### config.mk
export PLATFORM = sky130hd
export DESIGN_NAME = ordered_list_engine_unit
export DESIGN_NICKNAME = d
export VERILOG_FILES = /design/src/olist_pkg.sv /design/src/ordered_list_engine_unit.sv
export SDC_FILE = /design/constraint.sdc
export NUM_CORES = 2
export LEC_CHECK = 0
export CORE_UTILIZATION = 50
export DETAILED_ROUTE_END_ITERATION = 16
export DONT_BUFFER_PORTS = 1
export GPL_ROUTABILITY_DRIVEN = 0
export PLACE_DENSITY_LB_ADDON = 0.05
export RECOVER_POWER = 100
export SLEW_MARGIN = 20
export SYNTH_ARGS = -nofsm -noshare
export SYNTH_HDL_FRONTEND = slang
export SYNTH_SLANG_ARGS = --single-unit
### constraint.sdc
create_clock -name clk -period 11.2 [get_ports clk]
set_input_delay 1.68 -clock clk [delete_from_list [all_inputs] [get_ports clk]]
set_output_delay 1.68 -clock clk [all_outputs]
set_load 0.05 [all_outputs]
### src/olist_pkg.sv
// Shared types for the ordered list engine: action codes, result status codes
// and the sequencer states. No dependencies.
package olist_pkg;

  // Action carried by one input word.
  typedef enum logic [2:0] {
    ACT_APPEND  = 3'd0,
    ACT_INSERT  = 3'd1,
    ACT_REMOVE  = 3'd2,
    ACT_POP     = 3'd3,
    ACT_CLEAR   = 3'd4,
    ACT_INDEX   = 3'd5,
    ACT_COUNT   = 3'd6,
    ACT_REVERSE = 3'd7
  } action_t;

  // Status returned with every result word.
  typedef enum logic [1:0] {
    STAT_OK        = 2'd0,
    STAT_FULL      = 2'd1,
    STAT_NOT_FOUND = 2'd2,
    STAT_RANGE     = 2'd3
  } status_t;

  // Sequencer states.
  typedef enum logic [2:0] {
    S_IDLE,
    S_SCAN,
    S_SHIFT,
    S_REV_RD_HI,
    S_REV_WR_LO,
    S_REV_WR_HI
  } state_t;

endpackage

### src/ordered_list_engine_unit.sv
// Ordered list engine: a list of signed words kept in one single-port-write,
// single-port-read memory and walked by a small sequencer.
// Depends on olist_pkg.
//
//   Channel  Handshake           Ports
//   -------  ------------------  ---------------------------------------------
//   input    start & !busy       action, value, position, end_position
//   result   done (one cycle)    status, found_index, match_count, length
//
// Append, clear and every rejected action finish as they are taken; done follows on the
// next cycle. Index-of, count and remove scan one entry per cycle, and insert, pop
// and remove then move one entry per cycle. Reverse swaps each pair through the
// S_REV_RD_HI, S_REV_WR_LO and S_REV_WR_HI states. The one memory read port and
// one write port set these rates.
// rst is synchronous and empties the list; entry contents are not cleared.
// The receiver cannot stall: a result word is shown for exactly one cycle, and
// a new start may be taken in the same cycle that done is high.
module ordered_list_engine_unit #(
  parameter int CAPACITY  = 64,
  parameter int WORD_BITS = 32
) (
  input  logic                  clk,
  input  logic                  rst,
  input  logic                  start,
  output logic                  busy,
  input  olist_pkg::action_t    action,
  input  logic signed [31:0]    value,
  input  logic        [5:0]     position,
  input  logic        [5:0]     end_position,
  output logic                  done,
  output olist_pkg::status_t    status,
  output logic        [5:0]     found_index,
  output logic        [6:0]     match_count,
  output logic        [6:0]     length
);
  import olist_pkg::*;

  localparam int AW = (CAPACITY > 1) ? $clog2(CAPACITY) : 1;
  localparam int CW = $clog2(CAPACITY + 1);
  localparam int XW = (CW > 7) ? CW : 7;

  // Entry store.
  logic [WORD_BITS-1:0] mem [CAPACITY];
  logic [WORD_BITS-1:0] rdata;
  logic                 rd_en;
  logic [AW-1:0]        raddr;
  logic                 we;
  logic [AW-1:0]        waddr;
  logic [WORD_BITS-1:0] wdata;

  // Sequencer state and working registers.
  state_t               state, state_next;
  action_t              act, act_next;
  logic [WORD_BITS-1:0] val, val_next;
  logic [CW-1:0]        count, count_next;
  logic [CW-1:0]        rem, rem_next;
  logic [CW-1:0]        mcount, mcount_next;
  logic [AW-1:0]        rp, rp_next;
  logic                 pend, pend_next;
  logic [AW-1:0]        pend_addr, pend_addr_next;
  logic [AW-1:0]        lo, lo_next;
  logic [AW-1:0]        hi, hi_next;
  logic [WORD_BITS-1:0] hold, hold_next;
  logic                 done_next;
  status_t              status_next;
  logic [5:0]           found_index_next;
  logic [6:0]           match_count_next;
  logic [6:0]           length_next;

  // Helpers for the finishing step and width changes.
  logic                 fin;
  status_t              fin_status;
  logic [AW-1:0]        fin_found;
  logic [63:0]          val_ext;
  logic [WORD_BITS-1:0] fit_val;
  logic [XW-1:0]        pos_x, endp_x, count_x, found_x, mcount_x, length_x;
  logic                 is_full;
  logic                 hit;
  logic [AW-1:0]        lo_inc, hi_dec;

  // The incoming value is sign-extended and then kept in WORD_BITS bits.
  assign val_ext = {{32{value[31]}}, value};
  assign fit_val = val_ext[WORD_BITS-1:0];
  assign pos_x   = XW'(position);
  assign endp_x  = XW'(end_position);
  assign count_x = XW'(count);
  assign is_full = (count_x >= XW'(CAPACITY));
  assign hit     = pend && (rdata == val);
  assign lo_inc  = lo + AW'(1);
  assign hi_dec  = hi - AW'(1);

  assign busy = (state != S_IDLE);

  // Memory: one write and one registered read per cycle.
  always_ff @(posedge clk) begin
    if (we) begin
      mem[waddr] <= wdata;
    end
    if (rd_en) begin
      rdata <= mem[raddr];
    end
  end

  // State and control registers.
  always_ff @(posedge clk) begin
    if (rst) begin
      state <= S_IDLE;
      count <= '0;
      pend  <= 1'b0;
      done  <= 1'b0;
    end else begin
      state <= state_next;
      count <= count_next;
      pend  <= pend_next;
      done  <= done_next;
    end
  end

  // Working and result registers.
  always_ff @(posedge clk) begin
    act         <= act_next;
    val         <= val_next;
    rem         <= rem_next;
    mcount      <= mcount_next;
    rp          <= rp_next;
    pend_addr   <= pend_addr_next;
    lo          <= lo_next;
    hi          <= hi_next;
    hold        <= hold_next;
    status      <= status_next;
    found_index <= found_index_next;
    match_count <= match_count_next;
    length      <= length_next;
  end

  // Next state, memory control and finishing step.
  always_comb begin
    state_next     = state;
    act_next       = act;
    val_next       = val;
    count_next     = count;
    rem_next       = rem;
    mcount_next    = mcount;
    rp_next        = rp;
    pend_next      = pend;
    pend_addr_next = pend_addr;
    lo_next        = lo;
    hi_next        = hi;
    hold_next      = hold;
    rd_en          = 1'b0;
    raddr          = rp;
    we             = 1'b0;
    waddr          = lo;
    wdata          = rdata;
    fin            = 1'b0;
    fin_status     = STAT_OK;
    fin_found      = '0;

    unique case (state)
      S_IDLE: begin
        if (start) begin
          act_next    = action;
          val_next    = fit_val;
          mcount_next = '0;
          pend_next   = 1'b0;
          unique case (action)
            ACT_APPEND: begin
              fin = 1'b1;
              if (is_full) begin
                fin_status = STAT_FULL;
              end else begin
                we         = 1'b1;
                waddr      = count[AW-1:0];
                wdata      = fit_val;
                count_next = count + CW'(1);
              end
            end
            ACT_INSERT: begin
              if (is_full) begin
                fin        = 1'b1;
                fin_status = STAT_FULL;
              end else if (pos_x > count_x) begin
                fin        = 1'b1;
                fin_status = STAT_RANGE;
              end else begin
                // Move entries up from the top down to the insert position.
                lo_next    = pos_x[AW-1:0];
                rp_next    = count[AW-1:0] - AW'(1);
                rem_next   = count - pos_x[CW-1:0];
                state_next = S_SHIFT;
              end
            end
            ACT_POP: begin
              if (pos_x >= count_x) begin
                fin        = 1'b1;
                fin_status = STAT_RANGE;
              end else begin
                rp_next    = pos_x[AW-1:0] + AW'(1);
                rem_next   = count - pos_x[CW-1:0] - CW'(1);
                state_next = S_SHIFT;
              end
            end
            ACT_CLEAR: begin
              fin        = 1'b1;
              count_next = '0;
            end
            ACT_REVERSE: begin
              if (endp_x >= count_x) begin
                fin        = 1'b1;
                fin_status = STAT_RANGE;
              end else if (pos_x >= endp_x) begin
                fin = 1'b1;
              end else begin
                lo_next    = pos_x[AW-1:0];
                hi_next    = endp_x[AW-1:0];
                rd_en      = 1'b1;
                raddr      = pos_x[AW-1:0];
                state_next = S_REV_RD_HI;
              end
            end
            ACT_REMOVE, ACT_INDEX, ACT_COUNT: begin
              rp_next    = '0;
              rem_next   = count;
              state_next = S_SCAN;
            end
            default: begin
              fin = 1'b1;
            end
          endcase
        end
      end

      // Read one entry per cycle and compare it on the next.
      S_SCAN: begin
        if (hit && act != ACT_COUNT) begin
          if (act == ACT_INDEX) begin
            fin       = 1'b1;
            fin_found = pend_addr;
          end else begin
            // Remove: close the gap left by the first match.
            rp_next    = pend_addr + AW'(1);
            rem_next   = count - CW'(pend_addr) - CW'(1);
            pend_next  = 1'b0;
            state_next = S_SHIFT;
          end
        end else begin
          if (hit) begin
            mcount_next = mcount + CW'(1);
          end
          if (rem != '0) begin
            rd_en          = 1'b1;
            raddr          = rp;
            pend_next      = 1'b1;
            pend_addr_next = rp;
            rp_next        = rp + AW'(1);
            rem_next       = rem - CW'(1);
          end else if (pend) begin
            pend_next = 1'b0;
          end else begin
            fin        = 1'b1;
            fin_status = (act == ACT_COUNT) ? STAT_OK : STAT_NOT_FOUND;
          end
        end
      end

      // Move entries by one place: up for insert, down for pop and remove.
      S_SHIFT: begin
        if (pend) begin
          we    = 1'b1;
          waddr = pend_addr;
          wdata = rdata;
        end
        if (rem != '0) begin
          rd_en     = 1'b1;
          raddr     = rp;
          pend_next = 1'b1;
          rem_next  = rem - CW'(1);
          if (act == ACT_INSERT) begin
            pend_addr_next = rp + AW'(1);
            rp_next        = rp - AW'(1);
          end else begin
            pend_addr_next = rp - AW'(1);
            rp_next        = rp + AW'(1);
          end
        end else if (pend) begin
          pend_next = 1'b0;
        end else begin
          fin = 1'b1;
          if (act == ACT_INSERT) begin
            we         = 1'b1;
            waddr      = lo;
            wdata      = val;
            count_next = count + CW'(1);
          end else begin
            count_next = count - CW'(1);
          end
        end
      end

      // The low word is in the read register; fetch the high word.
      S_REV_RD_HI: begin
        hold_next  = rdata;
        rd_en      = 1'b1;
        raddr      = hi;
        state_next = S_REV_WR_LO;
      end

      S_REV_WR_LO: begin
        we         = 1'b1;
        waddr      = lo;
        wdata      = rdata;
        state_next = S_REV_WR_HI;
      end

      // Finish the swap and start the next pair if one remains.
      S_REV_WR_HI: begin
        we      = 1'b1;
        waddr   = hi;
        wdata   = hold;
        lo_next = lo_inc;
        hi_next = hi_dec;
        if (lo_inc < hi_dec) begin
          rd_en      = 1'b1;
          raddr      = lo_inc;
          state_next = S_REV_RD_HI;
        end else begin
          fin = 1'b1;
        end
      end

      default: begin
        state_next = S_IDLE;
      end
    endcase

    if (fin) begin
      state_next = S_IDLE;
    end
  end

  // Result word, shown for one cycle after the finishing step.
  assign found_x  = XW'(fin_found);
  assign mcount_x = XW'(mcount_next);
  assign length_x = XW'(count_next);

  always_comb begin
    done_next        = fin;
    status_next      = status;
    found_index_next = found_index;
    match_count_next = match_count;
    length_next      = length;
    if (fin) begin
      status_next      = fin_status;
      found_index_next = found_x[5:0];
      match_count_next = (act_next == ACT_COUNT) ? mcount_x[6:0] : 7'd0;
      length_next      = length_x[6:0];
    end
  end

endmodule

Word level (Yosys, flattened, before mapping)
Memories as Yosys holds them, arrays and structs flattened. A register that Yosys moved wholly into a read port is not among the register bits.
Cells that the tools add are included.

storage, ports and cells
  word-level logic and storage cells = 229
  bits of input ports = 50
  memories = 1
  output and inout bits = 24
  bits in writable memories = 2048
  flip-flop bits (word level) = 139

cells by class
  bitwise operators = 1
  order comparisons = 6
  add/subtract/negate cells = 15
  eq/ne operators = 38
  mux-type cells = 129
  reduce and logical (&&, ||, !) cells = 22

memories
  name  words  width  rd ports  clocked after memory_dff  wr ports  line                            text
  mem   64     32     1         1                         1         ordered_list_engine_unit.sv:43  logic [WORD_BITS-1:0] mem [CAPACITY];

operators with widths
  operator               number
  $mux W6                34
  $mux W32               6
  $mux W7                15
  $pmux W32 S3           1
  $pmux W6 S3            4
  $pmux W6 S2            4
  $pmux W7 S2            3
  $pmux W7 S3            2
  $mux W3                11
  $eq A32 B32 Y1         1
  $mux W1                31
  $sub A7 B1 Y7 const B  4
  $eq A3 B3 Y1 const B   9
  $add A6 B1 Y6 const B  4
  $ne A3 B3 Y1 const B   8
  $ne A2 B2 Y1 const B   10
  $mux W2                9
  $pmux W3 S6            1
  $sub A6 B1 Y6 const B  3
  $add A7 B1 Y7 const B  2
  $ge A6 B7 Y1           2
  $reduce_and A7 Y1      2
  $sub A7 B6 Y7          2
  $eq A3 B2 Y1 const B   4
  28 further kinds       39

Depth between registers and ports, before layout
  depth after elaboration = 7
  depth in mapped cells = 21
  depth with buffers taken out = 15

Worst setup path before layout
OpenSTA, ideal clock, no wires.

  kind = input to register
  start point = in position[1]
  end point = reg found_index[0] (enable)
  arrival time = 5925 ps
  slack = 4799 ps
  buffers on the path = 0
  data required time = 10724 ps
  library setup time = 476 ps
  cell stages on the path = 11
  path through = inv_1 > ha_1 > nor2b_1 > o21ai_0 > a21boi_0 > o21a_1 > o21a_1 > nor3_1 > o21a_1 > a211oi_1 > o41ai_1

on the way
  word-level cells in the longest chain between the ends = 6
  elaborated cells between the ends (all ways) = 11
  classes of those cells = 3 x order compare; 8 x mux

RTL lines
  item                                          line                                                              text
  start, declared                               ordered_list_engine_unit.sv:28                                    input logic [5:0] position,
  $gt A6 B7 Y1 or $ge A6 B6 Y1 (tied branches)  ordered_list_engine_unit.sv:182, ordered_list_engine_unit.sv:211
  $mux W1, on equally long branches             ordered_list_engine_unit.sv:182, ordered_list_engine_unit.sv:211
  $mux W1, on equally long branches             ordered_list_engine_unit.sv:179, ordered_list_engine_unit.sv:208
  $pmux W1 S4 (*)                               ordered_list_engine_unit.sv:166                                   unique case (action)
  $mux W1 (*)                                   ordered_list_engine_unit.sv:161                                   if (start) begin
  $pmux W1 S4 (*)                               ordered_list_engine_unit.sv:159                                   unique case (state)
  net done_next                                 ordered_list_engine_unit.sv:64                                    logic done_next;
  end signal, assigned                          ordered_list_engine_unit.sv:131                                   found_index <= found_index_next;
  end, declared                                 ordered_list_engine_unit.sv:32                                    output logic [5:0] found_index,

Mark *: on every way through the listed nets, which the timed path passes. The rest lies on a longest branch.
A chain may end at the register's enable or synchronous reset.

Final worst setup path
  start point = reg state[0]
  end point = reg rdata[16], read port of mem (data pin)

on the way
  word-level cells in the longest chain between the ends = 2
  elaborated cells between the ends (all ways) = 7
  classes of those cells = 4 x eq/ne; 2 x mux; 1 x reduce/logical

RTL lines
  item                                        line                             text
  start, declared                             ordered_list_engine_unit.sv:52   state_t state, state_next;
  start signal, assigned                      ordered_list_engine_unit.sv:112  state <= state_next;
  $eq A3 B3 Y1, or another cell as far along  ordered_list_engine_unit.sv:159
  $pmux W1 S5 or $pmux W6 S3 (tied branches)  ordered_list_engine_unit.sv:159
  end, declared                               ordered_list_engine_unit.sv:44   logic [WORD_BITS-1:0] rdata;

Parallel ways exist; a longest one is shown, timed or not.

==> metrics.cfg <==
[logic_synthesis]
yosysMostFrequentCell = edfxtp_1
synth_ff_type = edfxtp_1
synth_area_um2 = 91600
synth_top_area_share_pct = 72.0
ys_seq_elements = 2219
ys_async_sr_fraction_pct = 0
synth_cell_types = 80
synthesis.nets = 6361
yosysSeqAreaShare_pct = 72.5
synth_commonest_cells = edfxtp_1, nand2_1, nand3_1
synth_edf_count = 2197
syn_inst = 6267
avgSynthCellArea_um2 = 14.6
yosysTopAreaCell = edfxtp_1
yosys_warnings = 0
synth_area_leaders = edfxtp_1, mux2i_1, nand2_1, nand3_1, a21oi_1

[timing]
rsz0062_at_grt = false
slew_headroom_pct = -154
fin_ws_ns = 2.22
tns_ns = 0
finClkSkew_ns = 0.0409
fmax_mhz = 111
period_share_pct = 80.2
tightestPinTransition_ns = 3.81
final_hold_viol_count = 0
drv_slew = 2675
finalSetupViolCount = 0
fin_crit_ns = 8.98

[layout]
fin_util_pct = 56.2
area_growth_pct = 11.2
nFillCells = 14500
drive_gt1_share_pct = 10.5
fin_nets = 6370

[critical_path]
critPathArrivalTime_ns = 9.59
r2r.worst_path.cells = 12
cp_num_buf_inv = 5
r2r_end = rdata[16]
critPathLaunchType = flop
worstPathCellList = clkbuf_1 -> or3_2 -> clkbuf_1 -> a211oi_1 -> nor4_2 -> clkbuf_1 -> buf_4 -> buf_4 -> mux4_2 -> a21oi_1 -> nand4_1 -> and3_1
reg2reg_from = state[0]
critPathMaxFanout = 45
cp_top_family = buffers and inverters
crit_cells = 12
cp-endpoint = rdata[16]
cpMostUsedCell = clkbuf_1
r2r_setup_slack_ns = 2.22
setup.worst_path.class = flop to flop
critPathSlowestCell = clkbuf_1
critPathCaptureType = flop
critPathMaxStageDelay_ns = 2.33
crit_start = state[0]
cp.required_ns = 11.81

[floorplan]
die_x_um = 430
coreArea_um2 = 181000
start_util_pct = 50.5
pin_count = 74
die_height_um = 430
rows = 156
die-area_um2 = 185000

[grt]
met3_usage_pct = 5.26
grt_pass1_wl_um = 415000
met1_usage_pct = 45.9
grt_pass1_vias = 53700
antenna_found_initial = 17
met2_usage_pct = 49.1
grt-busiest-layer = met2
grt_use_total_pct = 31.7
overflow = 0
grt_max_degree = 147

[min_path]
min_path_type = flop to flop
hp-start = mcount[5]

[clock_network]
cts_hold_buffers = 0
cts-resized-gates = 0
insertion_delay_ns = 0.87
cts_max_path_buffers = 3
cts_buffers = 224
clkTransAtPathRegs_ns = 0.07
cts_root_buffer = clkbuf_16
clock_sinks = 2219
cts_tree = done
cts_setup_buffers = 0
htree_levels = 4

[drt]
ant_nets = 0
route.detailed.drc = 0
wl_per_cell_um = 33.3
wirelength_um = 295000
firstDrtPassIters = 6
vias = 57300
avgViaCountPerCell = 6.47
drt_iter0_drc = 7621

[place]
hpwl_um = 165000
io_buffers = 0
pre_cts_slack_ns = 3.69

[pwr]
power_density_nw_per_um2 = 234
vdd_drop_max_v = 0.000169
p_leak_nw = 33.8
fin_total_pwr_mw = 23.8

[job]
maxCapViolCount = 56

[status]
outcome = finished with violations
violations = max-capacitance violations, max-slew violations

[routing by layer]
| metal | part of all wire [%] | vias to the layer above |
|---|---|---|
| met5 | 0.0095 | - |
| met4 | 3.3 | 4 |
| met1 | 41 | 29700 |
| met2 | 46 | 2884 |
| met3 | 9.3 | 463 |
| li1 | - | 24300 |
[how the worst min path moves through the flow]
stage | to | slack [ns] | cells after the start
5_1_grt | mcount[5] | 0.51 | 1
3_3_place_gp | mcount[6] | 0.48 | 1
4_1_cts | mcount[5] | 0.48 | 1
3_5_place_dp | mcount[5] | 0.47 | 1
2_1_floorplan | mcount[6] | 0.44 | 1
6_report | mcount[5] | 0.48 | 1
[metrics by stage]
step	std cells	hold WS (ns)	area [um2]
after floorplan	6267	0.436	91600
after global placement	8419	0.480	95400
after detailed placement	8420	0.470	95400
after CTS	8829	0.485	102000
after global routing	8845	0.513	102000
final	8855	0.485	102000
[cell families (layout without fill, tap and decap cells)]
group | after synthesis | count (layout) | share of synthesized area (%)
flip-flops | 2219 | 2219 | 72.5
AND/OR/NAND/NOR | 1773 | 1773 | 8.55
AO/OA/AOI/OAI | 1143 | 1143 | 8.24
adder cells (fa/ha/maj) | 44 | 44 | 0.617
multiplexers | 523 | 523 | 6.97
buffers and inverters | 483 | 675 | 2.32
other | 0 | 26 | 0
XOR/XNOR | 82 | 82 | 0.784
[layout by cell type (no fill, tap or decap), types with 97 or more instances in the layout]
cell and n:
edfxtp_1 2197, nand2_1 928, nand3_1 412, mux2i_1 404, a21oi_1 378, clkbuf_16 230, a22oi_1 130, o21ai_0 127
nor2_1 127, buf_4 127, clkbuf_1 97
[flip-flops by register name, indices dropped and copies added, names as in the netlist]
| register | cells |
|---|---|
| rp | 6 |
| val | 32 |
| lo | 6 |
| pend_addr | 6 |
| length | 7 |
| count | 7 |
| found_index | 6 |
| mcount | 7 |
| act | 3 |
| rdata | 32 |
| hi | 6 |
| state | 3 |
| match_count | 7 |
| status | 2 |
| hold | 32 |
| pend | 1 |
| mem | 2048 |
| done | 1 |
| rem | 7 |
[where the power goes]
group / switching, mW / internal [mW] / leakage (nW)
Combinational: 4.58 / 1.63 / 10.4
Sequential: 0.183 / 10.4 / 20.1
Clock: 3.16 / 3.81 / 3.28
[layout make-up]
cell class	instances	area, um2	share of cell area (%)
clock inverters	129	764	0.751
multi-input cells	3565	24000	23.5
diodes	26	65.1	0.0639
clock buffers	280	5960	5.86
inverters	77	289	0.284
flip-flops and latches	2219	66400	65.2
well taps	2370	2970	2.91
repair buffers	189	1400	1.37
No activity file was read; power rests on OpenSTA's default activity.
